`src/sv/tdfb_pkg.sv`:
```
// Types, register codes and melody tables for the track drive failsafe buzzer.
`timescale 1ns / 1ps

package tdfb_pkg;

    localparam int ROM_NOTES  = 39;
    localparam int NOTE_IDX_W = 6;
    localparam int PHASE_W    = 12;
    localparam int AGE_W      = 16;
    localparam int HZ_W       = 15;

    localparam logic [AGE_W-1:0] LINK_TIMEOUT_RST = 16'd300;
    localparam logic [AGE_W-1:0] BEEP_HALF_RST    = 16'd500;
    localparam logic [HZ_W-1:0]  BEEP_FREQ_RST    = 15'd500;

    typedef enum logic [1:0] {
        DIR_STOP = 2'd0,
        DIR_FWD  = 2'd1,
        DIR_REV  = 2'd2
    } dir_t;

    typedef enum logic [1:0] {
        CFG_LINK_TIMEOUT = 2'd0,
        CFG_BEEP_HALF    = 2'd1,
        CFG_BEEP_FREQ    = 2'd2
    } cfg_idx_t;

    // Drive state after the current word, handed to the sound logic.
    typedef struct packed {
        logic tick;
        dir_t left_dir;
        dir_t right_dir;
        logic melody_en;
    } drive_status_t;

    localparam logic [HZ_W-1:0] NOTE_HZ [ROM_NOTES] = '{
        15'd247, 15'd185, 15'd247, 15'd294, 15'd247, 15'd294, 15'd247, 15'd294, 15'd370,
        15'd294, 15'd370, 15'd294, 15'd370, 15'd440, 15'd220, 15'd294, 15'd220, 15'd294,
        15'd370, 15'd247, 15'd294, 15'd247, 15'd294, 15'd370, 15'd294, 15'd370, 15'd294,
        15'd370, 15'd440, 15'd370, 15'd440, 15'd370, 15'd440, 15'd554, 15'd277, 15'd370,
        15'd277, 15'd370, 15'd440
    };

    // Full note length in ms: floor((60000 / 84) / beats).
    localparam logic [PHASE_W-1:0] NOTE_MS [ROM_NOTES] = '{
        12'd178, 12'd89,  12'd178, 12'd533, 12'd533, 12'd178, 12'd89,  12'd178,
        12'd533, 12'd533, 12'd178, 12'd89,  12'd178, 12'd533, 12'd533, 12'd178,
        12'd89,  12'd178, 12'd860, 12'd178, 12'd178, 12'd89,  12'd178, 12'd533,
        12'd533, 12'd178, 12'd89,  12'd178, 12'd533, 12'd533, 12'd178, 12'd89,
        12'd178, 12'd533, 12'd533, 12'd178, 12'd89,  12'd178, 12'd2380
    };

    // Tone part of each note: floor(full * 88 / 100).
    localparam logic [PHASE_W-1:0] NOTE_TONE_MS [ROM_NOTES] = '{
        12'd156, 12'd78,  12'd156, 12'd469, 12'd469, 12'd156, 12'd78,  12'd156,
        12'd469, 12'd469, 12'd156, 12'd78,  12'd156, 12'd469, 12'd469, 12'd156,
        12'd78,  12'd156, 12'd756, 12'd156, 12'd156, 12'd78,  12'd156, 12'd469,
        12'd469, 12'd156, 12'd78,  12'd156, 12'd469, 12'd469, 12'd156, 12'd78,
        12'd156, 12'd469, 12'd469, 12'd156, 12'd78,  12'd156, 12'd2094
    };

    // Fold a note index onto the table; indexes stay below 64, so one subtract.
    function automatic logic [NOTE_IDX_W-1:0] rom_index(input logic [NOTE_IDX_W-1:0] idx);
        if (idx >= NOTE_IDX_W'(ROM_NOTES)) begin
            return idx - NOTE_IDX_W'(ROM_NOTES);
        end
        return idx;
    endfunction

    function automatic dir_t track_dir(input logic fwd, input logic rev);
        if (fwd && !rev) begin
            return DIR_FWD;
        end
        if (!fwd && rev) begin
            return DIR_REV;
        end
        return DIR_STOP;
    endfunction

endpackage

```
`src/sv/tdfb_drive.sv`:
```
// Packet handling, link age, failsafe stop and melody toggle.
`timescale 1ns / 1ps

module tdfb_drive
    import tdfb_pkg::*;
(
    input  logic                aclk,
    input  logic                aresetn,
    input  logic                step_en,
    input  logic                command,
    input  logic                is_manual,
    input  logic                left_fwd,
    input  logic                left_rev,
    input  logic                right_fwd,
    input  logic                right_rev,
    input  logic                aux_toggle,
    input  logic [AGE_W-1:0]    link_timeout,
    output drive_status_t       status,
    output logic                link_lost
);

    dir_t             left_dir_reg, left_dir_next;
    dir_t             right_dir_reg, right_dir_next;
    logic [AGE_W-1:0] packet_age_reg, packet_age_next;
    logic             prev_aux_reg, prev_aux_next;
    logic             melody_en_reg, melody_en_next;
    logic             lost;

    always_comb begin
        left_dir_next   = left_dir_reg;
        right_dir_next  = right_dir_reg;
        packet_age_next = packet_age_reg;
        prev_aux_next   = prev_aux_reg;
        melody_en_next  = melody_en_reg;
        if (!command) begin
            packet_age_next = '0;
            prev_aux_next   = aux_toggle;
            if (aux_toggle && !prev_aux_reg) begin
                melody_en_next = !melody_en_reg;
            end
            if (is_manual) begin
                left_dir_next  = track_dir(left_fwd, left_rev);
                right_dir_next = track_dir(right_fwd, right_rev);
            end else begin
                left_dir_next  = DIR_STOP;
                right_dir_next = DIR_STOP;
            end
        end else if (packet_age_reg != '1) begin
            packet_age_next = packet_age_reg + 1'b1;
        end
        lost = packet_age_next > link_timeout;
        // Failsafe: stale link stops both tracks.
        if (lost) begin
            left_dir_next  = DIR_STOP;
            right_dir_next = DIR_STOP;
        end
    end

    always_ff @(posedge aclk) begin
        if (!aresetn) begin
            left_dir_reg   <= DIR_STOP;
            right_dir_reg  <= DIR_STOP;
            packet_age_reg <= '0;
            prev_aux_reg   <= 1'b0;
            melody_en_reg  <= 1'b0;
        end else if (step_en) begin
            left_dir_reg   <= left_dir_next;
            right_dir_reg  <= right_dir_next;
            packet_age_reg <= packet_age_next;
            prev_aux_reg   <= prev_aux_next;
            melody_en_reg  <= melody_en_next;
        end
    end

    assign status.tick      = command;
    assign status.left_dir  = left_dir_next;
    assign status.right_dir = right_dir_next;
    assign status.melody_en = melody_en_next;
    assign link_lost        = lost;

endmodule

```
`src/sv/tdfb_sound.sv`:
```
// Melody sequencer and reverse warning beep.
`timescale 1ns / 1ps

module tdfb_sound
    import tdfb_pkg::*;
#(
    parameter int MELODY_LENGTH = 39
) (
    input  logic               aclk,
    input  logic               aresetn,
    input  logic               step_en,
    input  drive_status_t      status,
    input  logic [AGE_W-1:0]   beep_half,
    input  logic [HZ_W-1:0]    beep_freq,
    output logic               tone_on,
    output logic [HZ_W-1:0]    tone_hz
);

    localparam logic [NOTE_IDX_W:0] MEL_LEN = (NOTE_IDX_W+1)'(MELODY_LENGTH);

    logic                  playing_reg, playing_next;
    logic [NOTE_IDX_W-1:0] note_idx_reg, note_idx_next;
    logic                  in_tone_reg, in_tone_next;
    logic [PHASE_W-1:0]    phase_reg, phase_next;
    logic                  beep_reg, beep_next;
    logic [AGE_W-1:0]      beep_el_reg, beep_el_next;

    logic [NOTE_IDX_W-1:0] rom_sel;
    logic [NOTE_IDX_W-1:0] out_sel;
    logic [PHASE_W-1:0]    tone_len;
    logic [PHASE_W-1:0]    gap_len;
    logic [NOTE_IDX_W:0]   idx_inc;

    always_comb begin
        playing_next  = playing_reg;
        note_idx_next = note_idx_reg;
        in_tone_next  = in_tone_reg;
        phase_next    = phase_reg;
        beep_next     = beep_reg;
        beep_el_next  = beep_el_reg;

        if (status.tick) begin
            if (beep_el_reg != '1) begin
                beep_el_next = beep_el_reg + 1'b1;
            end
            if (playing_reg && phase_reg != '1) begin
                phase_next = phase_reg + 1'b1;
            end
        end

        if (status.melody_en) begin
            beep_next = 1'b0;
            if (!playing_reg) begin
                playing_next  = 1'b1;
                note_idx_next = '0;
                in_tone_next  = 1'b1;
                phase_next    = '0;
            end
        end else if (playing_reg) begin
            playing_next  = 1'b0;
            note_idx_next = '0;
            in_tone_next  = 1'b0;
        end

        rom_sel  = rom_index(note_idx_next);
        tone_len = NOTE_TONE_MS[rom_sel];
        gap_len  = NOTE_MS[rom_sel] - tone_len;
        idx_inc  = {1'b0, note_idx_next} + 1'b1;

        if (status.melody_en) begin
            if (in_tone_next) begin
                if (phase_next >= tone_len) begin
                    in_tone_next = 1'b0;
                    phase_next   = '0;
                end
            end else if (phase_next >= gap_len) begin
                note_idx_next = (idx_inc >= MEL_LEN) ? '0 : idx_inc[NOTE_IDX_W-1:0];
                in_tone_next  = 1'b1;
                phase_next    = '0;
            end
        end else if (status.left_dir == DIR_REV && status.right_dir == DIR_REV) begin
            if (beep_el_next >= beep_half) begin
                beep_next    = !beep_reg;
                beep_el_next = '0;
            end
        end else begin
            beep_next = 1'b0;
        end

        out_sel = rom_index(note_idx_next);
        if (playing_next && in_tone_next) begin
            tone_on = 1'b1;
            tone_hz = NOTE_HZ[out_sel];
        end else if (beep_next) begin
            tone_on = 1'b1;
            tone_hz = beep_freq;
        end else begin
            tone_on = 1'b0;
            tone_hz = '0;
        end
    end

    always_ff @(posedge aclk) begin
        if (!aresetn) begin
            playing_reg  <= 1'b0;
            note_idx_reg <= '0;
            in_tone_reg  <= 1'b0;
            phase_reg    <= '0;
            beep_reg     <= 1'b0;
            beep_el_reg  <= '0;
        end else if (step_en) begin
            playing_reg  <= playing_next;
            note_idx_reg <= note_idx_next;
            in_tone_reg  <= in_tone_next;
            phase_reg    <= phase_next;
            beep_reg     <= beep_next;
            beep_el_reg  <= beep_el_next;
        end
    end

endmodule

```
`src/sv/track_drive_failsafe_buzzer_unit.sv`:
```
// Top level of the track drive with link failsafe and buzzer.
`timescale 1ns / 1ps

// Channel   Direction  Handshake             Payload
// s_        in         s_valid / s_ready     command, is_manual, buttons, aux_toggle
// m_        out        m_valid / m_ready     pins, tone_on, tone_hz, melody_on, link_lost
// cfg_      in         cfg_valid / cfg_ready cfg_index, cfg_data
//
// One word in, one result word out, one word per cycle: the state update is a single
// pass of logic from the accepted word to the result register, which shows the
// result on the cycle after acceptance. s_ready stays high while the result
// register is empty or being taken, so words follow back to back. A stalled result
// holds and blocks the input side. Reset (aresetn low at a clock edge) clears all state
// but the result payload and loads the register defaults; cfg_ready is always high.

module track_drive_failsafe_buzzer_unit
    import tdfb_pkg::*;
#(
    parameter int MELODY_LENGTH = 39
) (
    input  logic        aclk,
    input  logic        aresetn,

    input  logic        s_valid,
    output logic        s_ready,
    input  logic        s_command,
    input  logic        s_is_manual,
    input  logic        s_left_fwd,
    input  logic        s_left_rev,
    input  logic        s_right_fwd,
    input  logic        s_right_rev,
    input  logic        s_aux_toggle,

    output logic        m_valid,
    input  logic        m_ready,
    output logic [1:0]  m_left_pins,
    output logic [1:0]  m_right_pins,
    output logic        m_tone_on,
    output logic [14:0] m_tone_hz,
    output logic        m_melody_on,
    output logic        m_link_lost,

    input  logic        cfg_valid,
    output logic        cfg_ready,
    input  logic [1:0]  cfg_index,
    input  logic [15:0] cfg_data
);

    logic [AGE_W-1:0] link_timeout_reg;
    logic [AGE_W-1:0] beep_half_reg;
    logic [HZ_W-1:0]  beep_freq_reg;

    logic             step_en;
    drive_status_t    status;
    logic             link_lost;
    logic             tone_on;
    logic [HZ_W-1:0]  tone_hz;

    logic             m_valid_reg, m_valid_next;
    logic [1:0]       left_pins_reg, right_pins_reg;
    logic             tone_on_reg, melody_on_reg, link_lost_reg;
    logic [HZ_W-1:0]  tone_hz_reg;

    // Accept a word whenever the result register frees up this cycle.
    assign s_ready   = !m_valid_reg || m_ready;
    assign step_en   = s_valid && s_ready;
    assign cfg_ready = 1'b1;

    // Register writes; an index past the list is dropped.
    always_ff @(posedge aclk) begin
        if (!aresetn) begin
            link_timeout_reg <= LINK_TIMEOUT_RST;
            beep_half_reg    <= BEEP_HALF_RST;
            beep_freq_reg    <= BEEP_FREQ_RST;
        end else if (cfg_valid) begin
            unique case (cfg_idx_t'(cfg_index))
                CFG_LINK_TIMEOUT: link_timeout_reg <= cfg_data;
                CFG_BEEP_HALF:    beep_half_reg    <= cfg_data;
                CFG_BEEP_FREQ:    beep_freq_reg    <= cfg_data[HZ_W-1:0];
                default:          ;
            endcase
        end
    end

    tdfb_drive u_drive (
        .aclk         (aclk),
        .aresetn      (aresetn),
        .step_en      (step_en),
        .command      (s_command),
        .is_manual    (s_is_manual),
        .left_fwd     (s_left_fwd),
        .left_rev     (s_left_rev),
        .right_fwd    (s_right_fwd),
        .right_rev    (s_right_rev),
        .aux_toggle   (s_aux_toggle),
        .link_timeout (link_timeout_reg),
        .status       (status),
        .link_lost    (link_lost)
    );

    tdfb_sound #(
        .MELODY_LENGTH (MELODY_LENGTH)
    ) u_sound (
        .aclk      (aclk),
        .aresetn   (aresetn),
        .step_en   (step_en),
        .status    (status),
        .beep_half (beep_half_reg),
        .beep_freq (beep_freq_reg),
        .tone_on   (tone_on),
        .tone_hz   (tone_hz)
    );

    // Result valid: set on accept, drop once taken.
    always_comb begin
        m_valid_next = m_valid_reg;
        if (step_en) begin
            m_valid_next = 1'b1;
        end else if (m_ready) begin
            m_valid_next = 1'b0;
        end
    end

    always_ff @(posedge aclk) begin
        if (!aresetn) begin
            m_valid_reg <= 1'b0;
        end else begin
            m_valid_reg <= m_valid_next;
        end
    end

    // Result payload: load only on accept, hold while stalled.
    always_ff @(posedge aclk) begin
        if (step_en) begin
            left_pins_reg  <= status.left_dir;
            right_pins_reg <= status.right_dir;
            tone_on_reg    <= tone_on;
            tone_hz_reg    <= tone_hz;
            melody_on_reg  <= status.melody_en;
            link_lost_reg  <= link_lost;
        end
    end

    assign m_valid      = m_valid_reg;
    assign m_left_pins  = left_pins_reg;
    assign m_right_pins = right_pins_reg;
    assign m_tone_on    = tone_on_reg;
    assign m_tone_hz    = tone_hz_reg;
    assign m_melody_on  = melody_on_reg;
    assign m_link_lost  = link_lost_reg;

endmodule

```
`config.mk`:
```
export PLATFORM = sky130hd
export DESIGN_NAME = track_drive_failsafe_buzzer_unit
export DESIGN_NICKNAME = d
export VERILOG_FILES = /design/src/sv/tdfb_pkg.sv /design/src/sv/tdfb_drive.sv /design/src/sv/tdfb_sound.sv /design/src/sv/track_drive_failsafe_buzzer_unit.sv
export SDC_FILE = /design/constraint.sdc
export NUM_CORES = 1
export LEC_CHECK = 0
export BUFFER_PORTS_ARGS = -buffer_cell sky130_fd_sc_hd__buf_2
export CORE_ASPECT_RATIO = 1.2
export CORE_MARGIN = 8
export CORE_UTILIZATION = 54
export DETAILED_ROUTE_END_ITERATION = 16
export PLACE_DENSITY = 0.7
export SYNTH_ARGS = -nofsm -noshare
export SYNTH_HDL_FRONTEND = slang
export SYNTH_SLANG_ARGS = --single-unit
```
`constraint.sdc`:
```
create_clock -name aclk -period 13.4 [get_ports aclk]
set_input_delay 0.67 -clock aclk [delete_from_list [all_inputs] [get_ports aclk]]
set_output_delay 0.67 -clock aclk [all_outputs]
set_load 0.02 [all_outputs]
```
==> impl_metrics.ini <==
[outcome]
outcome = completed

[floorplan]
dieWidth_um = 139
ioPinCount = 55
die_y_um = 164
initial_utilization_pct = 54.7
core-area_um2 = 18000
rows = 54
die_area_um2 = 22900

[clocking]
ctsLongestPathBuffers = 2
clkSlewWorstSetupHoldPaths_ns = 0.06
cts_root_buf = clkbuf_16
cts.sinks = 128
numCtsBuffers = 17
clock_latency_ns = 0.43
cts_resized = 0
cts_setup_buffers = 0
htreeDepth = 4
ctsHoldBuffers = 0
cts_tree = built

[route]
drt-initial-drc-count = 736
drc = 0
met3RoutedLength_um = 914
drt-total-wl_um = 26400
dr_wl_met2_um = 12900
drt-wirelength-per-cell_um = 16.9
viasPerCell = 6.08
dr.pass1.iters = 5
dr_total_vias = 9499
antenna_left = 0
met1_length_um = 11900
top_layer = met4

[power_and_ir_drop]
p_sw_w = 0.000301
swShare_pct = 28.8
p_leak_nw = 4.57
irDropWorstVdd_mv = 0.105
p_per_area_nw_per_um2 = 97.1
pwr-share-comb_pct = 16.1
p_int_w = 0.000746
clkPwrFrac_pct = 44.6
power_frac_seq_pct = 39.4
total_power_w = 0.00105

[synth]
synthCells = 1313
synthDistinctLibCells = 87
synth_top_cell_by_area = dfxtp_1
synth_top_area_share_pct = 21.5
netlist_area_um2 = 9870
postSynthAreaPerCell_um2 = 7.52
ys_ff_latch = 128
synthTopCellsByArea = dfxtp_1 21%, ha_1 10%, nand2_1 8.7%, a21oi_1 6.8%, edfxtp_1 6.7%
yosysWarnings = 0
synth_edf_count = 22
synth_top_flop_cell = dfxtp_1
async_flop_share_pct = 0
synth_nets = 1425
synth-seq-area-share_pct = 28.2

[sta]
slew_violations = 0
worst_slack_ns = 2.52
tightest_slew_ns = 1.23
finClkSkew_ns = 0.0140
finalHoldViolCount = 0
min_period_over_period_pct = 81.2
period_needed_ns = 10.88
finalSetupViolations = 0
setup_tns_ns = 0
relSlewSlack_pct = 17.3
rsz0062_at_grt = false
fmax_mhz = 91.9

[setup_path]
slowest_delay_ns = 0.58
crit_slowest_cell = a21oi_1
cp.required_ns = 13.58
critical_path.max_fanout = 27
r2r_setup_slack_ns = 2.69
arrival_ns = 11.07
worst_setup_path_start_kind = primary input
end_kind = flop
criticalPathCategory = in2reg

[placed_design]
dp.final_hpwl_um = 18700
dpl_cell_area_um2 = 10200
portBuffers = 53
place_worst_setup_slack_ns = 2.26
globalplace.congestion = 0.914

[finish]
utilization_pct = 59.8
final_common_cell = nand2_1
final_layout_size_suffix_gt1_share_pct = 9.57
area.growth.synth_to_final_pct = 9.26
n_fill_cell = 1668
mostFrequentLayoutCells = 230 x nand2_1, 134 x a21oi_1, 106 x dfxtp_1
nets = 1436
final_cell_area_um2 = 10800

[global_route]
grt_pass1_vias = 9337
grt-ovfl-total = 0
antenna_found_initial = 0
grt_max_degree = 75
grt_usage_pct = 23.4
grt_first_pass_wirelength_um = 44500

[min_path]
min_path_type = reg2reg

[flow_run]
cap_violations = 0
## worst max-delay path: cells and delay by family
| family | cells | cell delay [ns] |
|---|---|---|
| compound gates | 22 | 5.22 |
| fa+ha+maj | 6 | 1.85 |
| simple gates | 9 | 1.80 |
| buf+inv | 5 | 0.89 |
| mux | 1 | 0.45 |
| xor+xnor | 1 | 0.15 |
## stage by stage
| stage | hold slack [ns] | std cells |
|---|---|---|
| 2_1_floorplan | 0.425 | 1313 |
| 3_3_place_gp | 0.439 | 1529 |
| 3_5_place_dp | 0.446 | 1529 |
| 4_1_cts | 0.455 | 1561 |
| 5_1_grt | 0.476 | 1561 |
| 6_report | 0.453 | 1562 |
## layout make-up
cell class	instances	area [um2]	share of cell area, %
Clock buffer	22	495	4.59
Sequential cell	128	2780	25.8
Inverter	76	285	2.64
Multi-Input combinational cell	1038	6500	60.3
Clock inverter	10	100	0.928
Timing Repair Buffer	63	340	3.15
Tap cell	224	280	2.60
Antenna cell	1	2.50	0.0232
## final timing paths
check / end / cells after the start / startpoint
setup / recovery: m_tone_hz[8] / 44 / s_command
hold / removal: beep_freq_reg[13] / 2 / beep_freq_reg[13]
setup reg to reg: m_tone_hz[8] / 43 / u_drive.prev_aux_reg
hold reg to reg: beep_freq_reg[13] / 2 / beep_freq_reg[13]
## cell families (layout without fill, tap and decap cells)
kind of cell / Yosys count / after routing / synth area share, %
adders and majority gates: 82 / 82 / 10.4
AOI/OAI and AO/OA: 360 / 360 / 23.6
other: 1 / 2 / 0.0380
and+or+nand+nor: 524 / 524 / 24.9
DFF: 128 / 128 / 28.2
xor gates and xnor gates: 52 / 52 / 4.83
buffers and inverters: 147 / 171 / 6.07
muxes: 19 / 19 / 1.98
## routing by layer
layer | up-vias | GRT usage, %
li1 | 4722 | -
met1 | 4499 | 27.8
met2 | 228 | 42.2
met3 | 50 | 3.29
met4 | 0 | 8.55
met5 | - | 0
## power by group through the flow
stage | Sequential, W | Combinational (W) | Clock, W
finish | 0.000412 | 0.000168 | 0.000467
global route | 0.000414 | 0.000189 | 0.000487
CTS | 0.000412 | 0.000167 | 0.000471
detailed placement | 0.000420 | 0.000166 | 0
global placement | 0.000420 | 0.000164 | 0
floorplan | 0.000423 | 0.000119 | 0
## cells in the mapped netlist (4+ instances only)
library cell and number:
dfxtp_1 106, and3_1 17, xor2_1 28, buf_1 4, and4_1 5, o21ai_0 58, nand3b_1 5, or3_1 10
a31oi_1 17, o211ai_1 19, nand4_1 26, nor4_1 8, edfxtp_1 22, inv_1 73, a22o_1 7, mux2i_1 15
nor3_1 30, buf_2 14, a211oi_1 5, a21oi_1 134, xnor2_1 22, nand2_1 230, a21o_1 25, nand2b_1 10
nand3_1 48, o21a_1 11, o31ai_1 10, nor2b_1 6, a32oi_1 4, or2_2 7, and2_1 17, ha_1 82
nor2_1 86, o22ai_1 8, clkbuf_1 48, a211o_1 10, o211a_1 5, o2111ai_1 4
Note: power is estimated with default switching activity, not from simulation.
